===== config.mk =====
export PLATFORM = sky130hd
export DESIGN_NAME = chm_fifo
export DESIGN_NICKNAME = d
export VERILOG_FILES = /design/src/hdl/chm_pkg.sv /design/src/hdl/chm_fifo.sv
export SDC_FILE = /design/constraint.sdc
export NUM_CORES = 1
export LEC_CHECK = 0
export ABC_AREA = 1
export BUFFER_PORTS_ARGS = -buffer_cell sky130_fd_sc_hd__buf_2
export CORE_ASPECT_RATIO = 0.75
export CORE_MARGIN = 1.5
export CORE_UTILIZATION = 29
export CTS_BUF_LIST = sky130_fd_sc_hd__clkbuf_8
export DETAILED_ROUTE_END_ITERATION = 7
export HOLD_SLACK_MARGIN = 0.06
export PLACE_DENSITY = 0.45
export REMOVE_ABC_BUFFERS = 1
export SKIP_CTS_REPAIR_TIMING = 1
export SKIP_LAST_GASP = 1
export SLEW_MARGIN = 20
export SYNTH_ARGS = -nofsm -noshare
export SYNTH_HDL_FRONTEND = slang
export SYNTH_SLANG_ARGS = --single-unit

===== constraint.sdc =====
create_clock -name i_clk -period 9.1 [get_ports i_clk]
set_clock_uncertainty 0.05 [all_clocks]
set_input_delay 1.365 -clock i_clk [delete_from_list [all_inputs] [get_ports i_clk]]
set_output_delay 1.365 -clock i_clk [all_outputs]
set_load 0.05 [all_outputs]

===== src/hdl/chm_pkg.sv =====
// ---------------------------------------------------------------------------
// chm_pkg: shared types and constants of the chained hash map
// Sizes of the bucket and node stores, the item record and the back-end states.
// ---------------------------------------------------------------------------
package chm_pkg;

    localparam int MAX_BUCKETS = 1024;
    localparam int NODE_COUNT  = 1024;
    localparam int BW          = $clog2(MAX_BUCKETS);   // bucket index width
    localparam int NW          = $clog2(NODE_COUNT);    // node index width
    localparam int PTR_W       = NW + 1;                // node pointer incl. null
    localparam logic [PTR_W-1:0] NIL = PTR_W'(NODE_COUNT);

    // Clearing sweep covers the larger of the two stores.
    localparam int CLR_N = (MAX_BUCKETS > NODE_COUNT) ? MAX_BUCKETS : NODE_COUNT;
    localparam int CLR_W = $clog2(CLR_N);

    // Remainder unit: four quotient bits per cycle over a 32-bit sum.
    localparam int SUM_W     = 32;
    localparam int DIV_BITS  = 4;
    localparam int DIV_STEPS = SUM_W / DIV_BITS;
    localparam int DIV_CW    = $clog2(DIV_STEPS);

    localparam int BC_W = 11;

    typedef enum logic [1:0] {
        OP_INSERT = 2'd0,
        OP_SEARCH = 2'd1,
        OP_DELETE = 2'd2,
        OP_NONE   = 2'd3
    } t_op;

    typedef struct packed {
        logic [1:0]    op;
        logic [14:0]   pid;
        logic [31:0]   vaddr;
        logic [15:0]   value;
        logic [BW-1:0] bucket;
    } t_item;

    typedef enum logic [2:0] {
        ST_CLEAR,
        ST_IDLE,
        ST_LOAD,
        ST_INS,
        ST_HEAD,
        ST_CHK,
        ST_CMP,
        ST_FREE
    } t_back_state;

endpackage


===== src/hdl/chm_fifo.sv =====
// ---------------------------------------------------------------------------
// chm_fifo: two-entry item queue
// Decouples the hashing front end from the chain-walking back end.
// ---------------------------------------------------------------------------
module chm_fifo (
    input  logic           i_clk,
    input  logic           i_rst_n,
    input  logic           i_push,
    input  chm_pkg::t_item i_item,
    output logic           o_full,
    input  logic           i_pop,
    output logic           o_valid,
    output chm_pkg::t_item o_item
);

    chm_pkg::t_item r_mem [2];
    logic           r_wp, r_rp;
    logic [1:0]     r_cnt;
    logic           do_push, do_pop;

    assign o_full  = (r_cnt == 2'd2);
    assign o_valid = (r_cnt != 2'd0);
    assign do_push = i_push && !o_full;
    assign do_pop  = i_pop && o_valid;
    assign o_item  = r_mem[r_rp];

    // Pointers and fill count.
    always_ff @(posedge i_clk) begin
        if (!i_rst_n) begin
            r_wp  <= 1'b0;
            r_rp  <= 1'b0;
            r_cnt <= 2'd0;
        end else begin
            if (do_push) begin
                r_wp <= !r_wp;
            end
            if (do_pop) begin
                r_rp <= !r_rp;
            end
            r_cnt <= r_cnt + {1'b0, do_push} - {1'b0, do_pop};
        end
    end

    // Storage.
    always_ff @(posedge i_clk) begin
        if (do_push) begin
            r_mem[r_wp] <= i_item;
        end
    end

endmodule


==> impl_metrics.py <==
metrics = {
    "min_path": {
        "min_delay_path_depth": 2,
        "hold_path_class": "flop to flop",
    },
    "yosys": {
        "yosysSeqAreaShare_pct": 78.6,
        "syn_area_per_cell_sq_um": 21.7,
        "synth_xor_area_share_pct": 0,
        "synthesis.area_sq_mm": 0.00586,
        "synth_top_area_share_pct": 76.9,
        "synth_cells": 270,
        "synth_compound_area_share_pct": 0.171,
        "synth_cell_types": 12,
        "synth_area_leader_cell": "edfxtp_1",
        "synth-adder-area-share_pct": 0.427,
        "synth.top_cells.by_area": "edfxtp_1 (77%), mux2_4 (13%), mux2_2 (4.8%)",
        "yosys.area_share.simple_pct": 1.35,
        "synth_mux_area_share_pct": 17.6,
        "ys_ff_latch": 155,
        "yosys_warnings": 0,
        "synth_top_family_by_area": "multiplexers",
    },
    "sta": {
        "hold_viol": 0,
        "grt_setup_unrepaired": "no",
        "finalCriticalPeriod_ps": 3970,
        "fin_tns_setup_ps": 0,
        "setup_viol": 0,
        "worst_pin_slew_ps": 698,
        "final-max-slew-violation-count": 0,
        "fmax_ghz": 0.252,
        "fin_crit_sh_pct": 43.6,
        "relSlewSlack_pct": 53.4,
    },
    "drt": {
        "viasPerCell": 4.12,
        "drc_errors": 0,
        "wl_per_cell_um": 15.7,
        "drt-pass1-iter-count": 4,
        "wirelength_mm": 11.1,
        "antenna_left": 0,
        "vias": 2908,
        "drt_iter0_markers": 212,
    },
    "cts": {
        "htreeDepth": 4,
        "cts_made_buffers": 17,
        "cts.sinks": 155,
        "cts-root-buf": "clkbuf_8",
        "cts_tree": "yes",
        "clk_pin_slew_worst_paths_ps": 80,
        "clock_latency_ps": 440,
        "cts_max_path_buffers": 2,
    },
    "power": {
        "power_density_mw_per_mm2": 301,
        "vdd_drop_max_uv": 124,
        "p_leak_nw": 2.80,
    },
    "worst_setup_path": {
        "reg2regPathDepth": 6,
        "cp-end-kind": "output port",
        "max_stage_delay_ps": 790,
        "reg2reg_to": "r_mem[0][23]$_DFFE_PP_",
        "path_cells": "buf_4 -> mux2_2 -> buf_2",
        "endpoint": "o_item[74]",
        "critPathKind": "flop to output port",
        "ff2ff_setup_slack_ps": 6890,
        "worst-path-buf-inv": 2,
        "worst-path-max-fanout": 39,
        "startpoint_type": "flop",
        "slowest_stage": "dfxtp_4",
        "worstReg2RegStart": "r_cnt[0]$_SDFF_PN0_",
        "critPathRequiredTime_ps": 7690,
        "cp_top_family": "buffers and inverters",
        "crit_arrival_ps": 2550,
        "cp_num_cells": 3,
    },
    "floorplanning": {
        "core_area_sq_mm": 0.0196,
        "die_h_um": 126,
        "row_count": 44,
        "die_w_um": 167,
        "start_util_pct": 29.9,
        "dieArea_sq_mm": 0.0211,
        "num_io_pins": 156,
    },
    "run": {
        "cap_violations": 0,
    },
    "layout": {
        "layout-drive-gt1-share_pct": 58.7,
        "fin_util_pct": 37.1,
        "fin_nets": 521,
        "multiInputGateArea_sq_mm": 0.00115,
        "seqCellArea_sq_mm": 0.00461,
        "fill_cells": 1901,
        "area_delta_synth_final_pct": 24.0,
        "n_antenna_cell": 0,
    },
    "place": {
        "hpwlAfterDp_mm": 7.30,
        "gp_congestion": 0.673,
        "portBuffers": 155,
    },
    "global_routing": {
        "overflow": 0,
        "grt_pass1_vias": 3062,
        "grt_pass1_wl_mm": 16.8,
        "antenna_found_initial": 1,
        "grtUsageTotal_pct": 10.8,
        "grt_start_max_net_pins": 50,
    },
    "outcome": {
        "status": "complete, no violations",
    },
}
==> cell usage in the layout (no fill, tap or decap), drive strengths merged <==
cell,instances
buf,159
mux2,75
edfxtp,150
clkinv,7
nand3,3
nand2,9
inv,11
ha,2
clkbuf,17
dfxtp,5
a21oi,2
nor2,8
clkinvlp,5
==> state kept, by name, summed over array words and instances (netlist names), named ones only <==
signal / flops
r_wp: 1
r_rp: 1
r_mem: 150
r_cnt: 2
==> power breakdown <==
part | leakage (nW) | switching, W | total [W] | internal, W
clock network | 0.161 | 0.000258 | 0.000445 | 0.000187
registers | 1.44 | 0.0000497 | 0.000952 | 0.000903
logic | 1.19 | 0.000548 | 0.000788 | 0.000240
==> kinds of logic (layout without fill, tap and decap cells) <==
group / after synthesis / count (layout)
and+or+nand+nor: 20 / 20
muxes: 75 / 75
DFF: 155 / 155
buffers and inverters: 16 / 199
AOI/OAI and AO/OA: 2 / 2
adders and majority gates: 2 / 2
==> stage by stage <==
stage	hold slack (ps)	total power, W	worst slack, ps	cell area [sq um]	std cells
floorplan	417	0.00161	3980	5780	262
global placement	438	0.00176	5500	6910	673
detailed placement	446	0.00177	5480	6910	673
CTS	466	0.00222	5030	7240	705
global route	498	0.00229	4940	7260	706
finish	457	0.00219	5130	7260	706
==> metal layers <==
layer | global-route usage (%) | routed length [um] | vias up | share of wire, %
met2 | 15.5 | 4710 | 115 | 42
met5 | 0 | 13 | - | 0.12
li1 | - | - | 1386 | -
met1 | 13.9 | 5090 | 1395 | 46
met4 | 3.21 | 105 | 2 | 0.95
met3 | 5.91 | 1180 | 10 | 11
==> worst min-delay path, stage by stage (launching register included) <==
cell,delay (ps)
dfxtp_1,340
nor2_1,60
nor2_1,80
==> how the worst min path moves through the flow <==
stage	start	end
finish	r_rp$_SDFFE_PN0P_	r_rp$_SDFFE_PN0P_
global route	r_rp$_SDFFE_PN0P_	r_rp$_SDFFE_PN0P_
global placement	r_rp$_SDFFE_PN0P_	r_rp$_SDFFE_PN0P_
detailed placement	r_rp$_SDFFE_PN0P_	r_rp$_SDFFE_PN0P_
floorplan	r_rp$_SDFFE_PN0P_	flop
CTS	r_rp$_SDFFE_PN0P_	r_rp$_SDFFE_PN0P_
==> final cells by class <==
class	instances	area share [%]
flip-flops and latches	155	63.4
multi-input cells	99	15.9
repair buffers	159	11.3
well taps	253	4.36
clock buffers	17	3.22
clock inverters	15	1.41
inverters	8	0.431
==> cells in the mapped netlist, drive strengths merged <==
cell type    n
a21oi        2
buf          8
dfxtp        5
edfxtp     150
ha           2
inv          8
mux2        75
nand2        9
nand3        3
nor2         8
Power figures use the tool's default switching activity.
