File: config.mk
export PLATFORM = sky130hd
export DESIGN_NAME = chm_front
export DESIGN_NICKNAME = d
export VERILOG_FILES = /design/src/hdl/chm_pkg.sv /design/src/hdl/chm_front.sv
export SDC_FILE = /design/constraint.sdc
export NUM_CORES = 1
export LEC_CHECK = 0
export ABC_AREA = 0
export BUFFER_PORTS_ARGS = -buffer_cell sky130_fd_sc_hd__buf_2
export CAP_MARGIN = 20
export CORE_UTILIZATION = 40
export DETAILED_ROUTE_END_ITERATION = 7
export SYNTH_ARGS = -nofsm -noshare
export SYNTH_HDL_FRONTEND = slang
export SYNTH_SLANG_ARGS = --single-unit
File: constraint.sdc
create_clock -name i_clk -period 10.42 [get_ports i_clk]
set_input_delay 2.084 -clock i_clk [delete_from_list [all_inputs] [get_ports i_clk]]
set_output_delay 2.084 -clock i_clk [all_outputs]
set_load 0.02 [all_outputs]
File: src/hdl/chm_pkg.sv
// ---------------------------------------------------------------------------
// chm_pkg: shared types and constants of the chained hash map
// Sizes of the bucket and node stores, the item record and the back-end states.
// ---------------------------------------------------------------------------
package chm_pkg;

    localparam int MAX_BUCKETS = 1024;
    localparam int NODE_COUNT  = 1024;
    localparam int BW          = $clog2(MAX_BUCKETS);   // bucket index width
    localparam int NW          = $clog2(NODE_COUNT);    // node index width
    localparam int PTR_W       = NW + 1;                // node pointer incl. null
    localparam logic [PTR_W-1:0] NIL = PTR_W'(NODE_COUNT);

    // Clearing sweep covers the larger of the two stores.
    localparam int CLR_N = (MAX_BUCKETS > NODE_COUNT) ? MAX_BUCKETS : NODE_COUNT;
    localparam int CLR_W = $clog2(CLR_N);

    // Remainder unit: four quotient bits per cycle over a 32-bit sum.
    localparam int SUM_W     = 32;
    localparam int DIV_BITS  = 4;
    localparam int DIV_STEPS = SUM_W / DIV_BITS;
    localparam int DIV_CW    = $clog2(DIV_STEPS);

    localparam int BC_W = 11;

    typedef enum logic [1:0] {
        OP_INSERT = 2'd0,
        OP_SEARCH = 2'd1,
        OP_DELETE = 2'd2,
        OP_NONE   = 2'd3
    } t_op;

    typedef struct packed {
        logic [1:0]    op;
        logic [14:0]   pid;
        logic [31:0]   vaddr;
        logic [15:0]   value;
        logic [BW-1:0] bucket;
    } t_item;

    typedef enum logic [2:0] {
        ST_CLEAR,
        ST_IDLE,
        ST_LOAD,
        ST_INS,
        ST_HEAD,
        ST_CHK,
        ST_CMP,
        ST_FREE
    } t_back_state;

endpackage

File: src/hdl/chm_front.sv
// ---------------------------------------------------------------------------
// chm_front: item intake and bucket hashing
// Accepts an item, forms (vaddr + pid) mod bucket_count with a four-bit-per-
// cycle remainder unit and hands the classified item to the queue.
// ---------------------------------------------------------------------------
module chm_front (
    input  logic                     i_clk,
    input  logic                     i_rst_n,
    input  logic [chm_pkg::BC_W-1:0] i_bucket_count,
    input  logic                     i_valid,
    output logic                     o_ready,
    input  logic [1:0]               i_op,
    input  logic [14:0]              i_pid,
    input  logic [31:0]              i_vaddr,
    input  logic [15:0]              i_value,
    output logic                     o_push,
    output chm_pkg::t_item           o_item,
    input  logic                     i_full
);

    logic                       r_busy, n_busy;
    logic                       r_done, n_done;
    logic [chm_pkg::DIV_CW-1:0] r_cnt, n_cnt;
    logic [chm_pkg::SUM_W-1:0]  r_sum, n_sum;
    logic [chm_pkg::BW:0]       r_m, n_m;
    logic [chm_pkg::BW-1:0]     r_rem, n_rem;
    chm_pkg::t_item             r_item, n_item;
    logic [chm_pkg::BW:0]       m_clamp;
    logic [chm_pkg::BW:0]       rem_step;
    logic                       accept;

    assign o_ready = !r_busy && !r_done;
    assign accept  = i_valid && o_ready;
    assign o_push  = r_done && !i_full;

    // Bucket count as used: zero acts as one, large values saturate.
    always_comb begin
        if (i_bucket_count == '0) begin
            m_clamp = (chm_pkg::BW+1)'(1);
        end else if (32'(i_bucket_count) > chm_pkg::MAX_BUCKETS) begin
            m_clamp = (chm_pkg::BW+1)'(chm_pkg::MAX_BUCKETS);
        end else begin
            m_clamp = (chm_pkg::BW+1)'(i_bucket_count);
        end
    end

    // Restoring remainder, most significant bits first.
    always_comb begin
        n_busy   = r_busy;
        n_done   = r_done;
        n_cnt    = r_cnt;
        n_sum    = r_sum;
        n_m      = r_m;
        n_rem    = r_rem;
        n_item   = r_item;
        rem_step = {1'b0, r_rem};
        if (accept) begin
            n_busy       = 1'b1;
            n_cnt        = '0;
            n_sum        = i_vaddr + chm_pkg::SUM_W'(i_pid);
            n_m          = m_clamp;
            n_rem        = '0;
            n_item.op    = i_op;
            n_item.pid   = i_pid;
            n_item.vaddr = i_vaddr;
            n_item.value = i_value;
        end else if (r_busy) begin
            for (int k = 0; k < chm_pkg::DIV_BITS; k++) begin
                rem_step = {rem_step[chm_pkg::BW-1:0], r_sum[chm_pkg::SUM_W-1-k]};
                if (rem_step >= r_m) begin
                    rem_step = rem_step - r_m;
                end
            end
            n_rem = rem_step[chm_pkg::BW-1:0];
            n_sum = r_sum << chm_pkg::DIV_BITS;
            n_cnt = r_cnt + 1'b1;
            if (r_cnt == chm_pkg::DIV_CW'(chm_pkg::DIV_STEPS - 1)) begin
                n_busy = 1'b0;
                n_done = 1'b1;
            end
        end else if (o_push) begin
            n_done = 1'b0;
        end
        n_item.bucket = n_rem;
    end

    always_ff @(posedge i_clk) begin
        if (!i_rst_n) begin
            r_busy <= 1'b0;
            r_done <= 1'b0;
            r_cnt  <= '0;
        end else begin
            r_busy <= n_busy;
            r_done <= n_done;
            r_cnt  <= n_cnt;
        end
        r_sum  <= n_sum;
        r_m    <= n_m;
        r_rem  <= n_rem;
        r_item <= n_item;
    end

    assign o_item = r_item;

endmodule

==> metrics.txt <==
Critical Path Most Common Cell ha_1; Slew @ Worst Pin 1.03 ns; Via Count ~5,600; Initial Util 41.2%; 1st-iter DRT viols 337; CP Max Fanout 13; Net Switching 1.06 mW; Slew HR 31.2%; Setup WS post-layout 1.96 ns; clock tree buffer depth 2; synth warn 0; IO Pins 157; fin nets 983; Total GRT Usage 18.8%; Register Area 0.00354 mm^2; Sw Share 40.1%; commonest non-fill, non-tap cell in the layout buf_2; static leakage 3.87 nW; post-CTS setup buffers 0; IO buf count 156; clock group share of total power 20.2%; vias in the first global route 5,512; hpwl dp 13,400 um; number of synthesized flops with an enable pin around 110; CTS Root Buffer Type clkbuf_16; most frequent cells in the layout buf_2, edfxtp_1, nand2_1, ha_1, o21ai_0; Worst Skew 0.00498 ns; Die Y 138 um; Worst EP required roughly 11 ns; initial antenna violation count 2; PwrDens 294 mW/mm^2; layout cells sized above 1 26.5%; Resized cells post-CTS 0; ys flop type edfxtp_1; syn avg cell area 11.1 um^2; Worst Setup End Kind flop; number of synthesized register bits 123; Core Area 0.0181 mm^2; VDD IR-drop max ~150 uV; first-pass GRT wire length roughly 28,000 um; final hold vios 0; Mapped Nets 817; Skew-Pair Late Insertion Delay 0.41 ns; RD Place Congestion 0.872; CTS tree built; MaxCap Viol Count 0; grt total ovfl 0; drt first pass iters 6; via density per instance 5.21; clock slew at reported path FFs 0.05 ns; Cell Area, Synth 0.00745 mm^2; WS Path Type reg2reg; failing checks design-rule violations; Final Cycle Share between 80% and 90%; status finished, violations left; maximum number of pins on one net before global-route repair 80; Num CTS Buffers 17; RSZ-0062 raised after global routing false; Int Power 1.58 mW; FFs w/ async S/R, synth 0%; Multi-input gate area 0.00371 mm^2; die area between 0.015 and 0.02 mm^2; Distinct cells, synth 60; Final TNS setup 0 ns; Placement Rows 49; DRC 12; register area share after synthesis 47.6%; slowest CP cell a21oi_2; Achievable Freq approximately 120 MHz; Die X ~140 um; Post-Place Worst Slack 1.98 ns; Final Util between 40% and 50%; final wirelength 17,700 um; wire per inst 16.4 um; total power 2.65 mW; post-cts hold buffer count 0; Comb power frac 55.7%; area grow syn2layout 20.9%; clk sinks 123; final critical-path required period 8.46 ns; post-route ant nets 0; Critical Path AT 8.81 ns; CTS H-tree depth 4; sequential share of power 24.1%; min-delay worst type reg2reg; Max stage delay on crit path 0.56 ns; Final setup viols 0; fillcell total ~1,700; Max Slew Vio Count 0; CP Launch Type flop; Gate Count Post-Synth 671
==> path summary, 6_finish.rpt <==
check | start | slack, ns | depth (start not counted) | to
worst max register to register | r_m[6] | 1.96 | 31 | o_item[7]
worst min-delay path | r_done | 0.50 | 2 | r_done
worst max-delay path | r_m[6] | 1.96 | 31 | o_item[7]
worst min register to register | r_done | 0.50 | 2 | r_done
==> through the flow <==
step,hold slack (ns),cell area [um^2],cells
floorplan,0.462,7450,671
global placement,0.481,8470,1047
detailed placement,0.490,8470,1047
CTS,0.499,9000,1078
global route,0.527,9000,1078
finish,0.500,9000,1079
==> routing by layer <==
layer,track usage (%),up-vias,wire (um)
li1,-,2835,-
met3,6.37,26,1210
met1,23.4,2600,7800
met2,30.7,156,8430
met5,0,-,10
met4,6.33,2,271
==> state kept, by name, indices dropped and copies added (netlist names) <==
name / count
r_sum: 32
r_busy: 1
r_done: 1
o_item: 75
r_cnt: 3
r_m: 11
==> Yosys cell counts, types with 2 or more instances <==
library cell  number  area share, %
a32o_1             4           0.54
inv_1             34            1.7
o21ai_0           55            3.7
nor2_1            36            1.8
a211oi_1           6           0.60
a221o_1            4           0.54
a41oi_1            2           0.24
o21bai_1           6           0.60
nand2b_1           8           0.67
dfxtp_1           15            4.0
o22ai_1            2           0.17
nand2_1           63            3.2
edfxtp_1         108             44
xnor2_1           46            5.4
o21a_1             6           0.60
o211ai_1           3           0.30
or3_1              2           0.17
clkbuf_8           2           0.37
a21oi_2            2           0.24
mux2_2            17            2.6
nand3_1            7           0.47
a21oi_1           37            2.5
fa_1               5            1.3
a21o_2             3           0.35
nor3_1             9           0.60
nor2b_1           19            1.6
mux2i_1            7           0.94
a31oi_1            2           0.17
mux2_4             5            1.0
a21o_1            16            1.6
clkbuf_1           9           0.45
and3_1            11           0.92
a211o_1            3           0.35
nand4_1           13            1.1
ha_1              61             10
o21ai_1            3           0.20
o211a_1            2           0.27
nor4_1             3           0.25
xor2_1            14            1.6
==> cells by family (layout without fill, tap and decap cells) <==
| logic type | after synthesis | after routing | synth area share [%] |
|---|---|---|---|
| XOR/XNOR | 60 | 60 | 7.06 |
| AND/OR/NAND/NOR | 176 | 176 | 11.3 |
| AO/OA/AOI/OAI | 171 | 171 | 15.3 |
| buffers and inverters | 46 | 224 | 2.69 |
| flip-flops | 123 | 123 | 47.6 |
| multiplexers | 29 | 29 | 4.52 |
| adder cells (fa/ha/maj) | 66 | 66 | 11.6 |
| other | 0 | 1 | 0 |
==> worst max-delay path, delay by kind of cell, from the launching register on <==
| family | cells | cell delay [ns] |
|---|---|---|
| compound gates | 15 | 4.21 |
| fa+ha+maj | 4 | 1.15 |
| buf+inv | 3 | 0.32 |
| flops | 1 | 0.35 |
| mux | 3 | 1.13 |
| simple gates | 6 | 1.22 |
==> final cells by class <==
type / instances / area share (%)
tap: 229 / 3.18
inverter: 34 / 1.43
antenna: 1 / 0.0278
clock inverter: 12 / 1.11
timing repair buffer: 159 / 8.92
multi-input combinational: 502 / 41.2
clock buffer: 19 / 4.81
sequential: 123 / 39.3
==> power groups by stage <==
stage	combinational [mW]	clock, mW	sequential [mW]
3_5_place_dp	1.46	0	0.647
4_1_cts	1.46	0.548	0.638
2_1_floorplan	1.12	0	0.672
3_3_place_gp	1.46	0	0.647
5_1_grt	1.61	0.566	0.643
6_report	1.47	0.535	0.638
No activity file was read; power rests on OpenSTA's default activity.
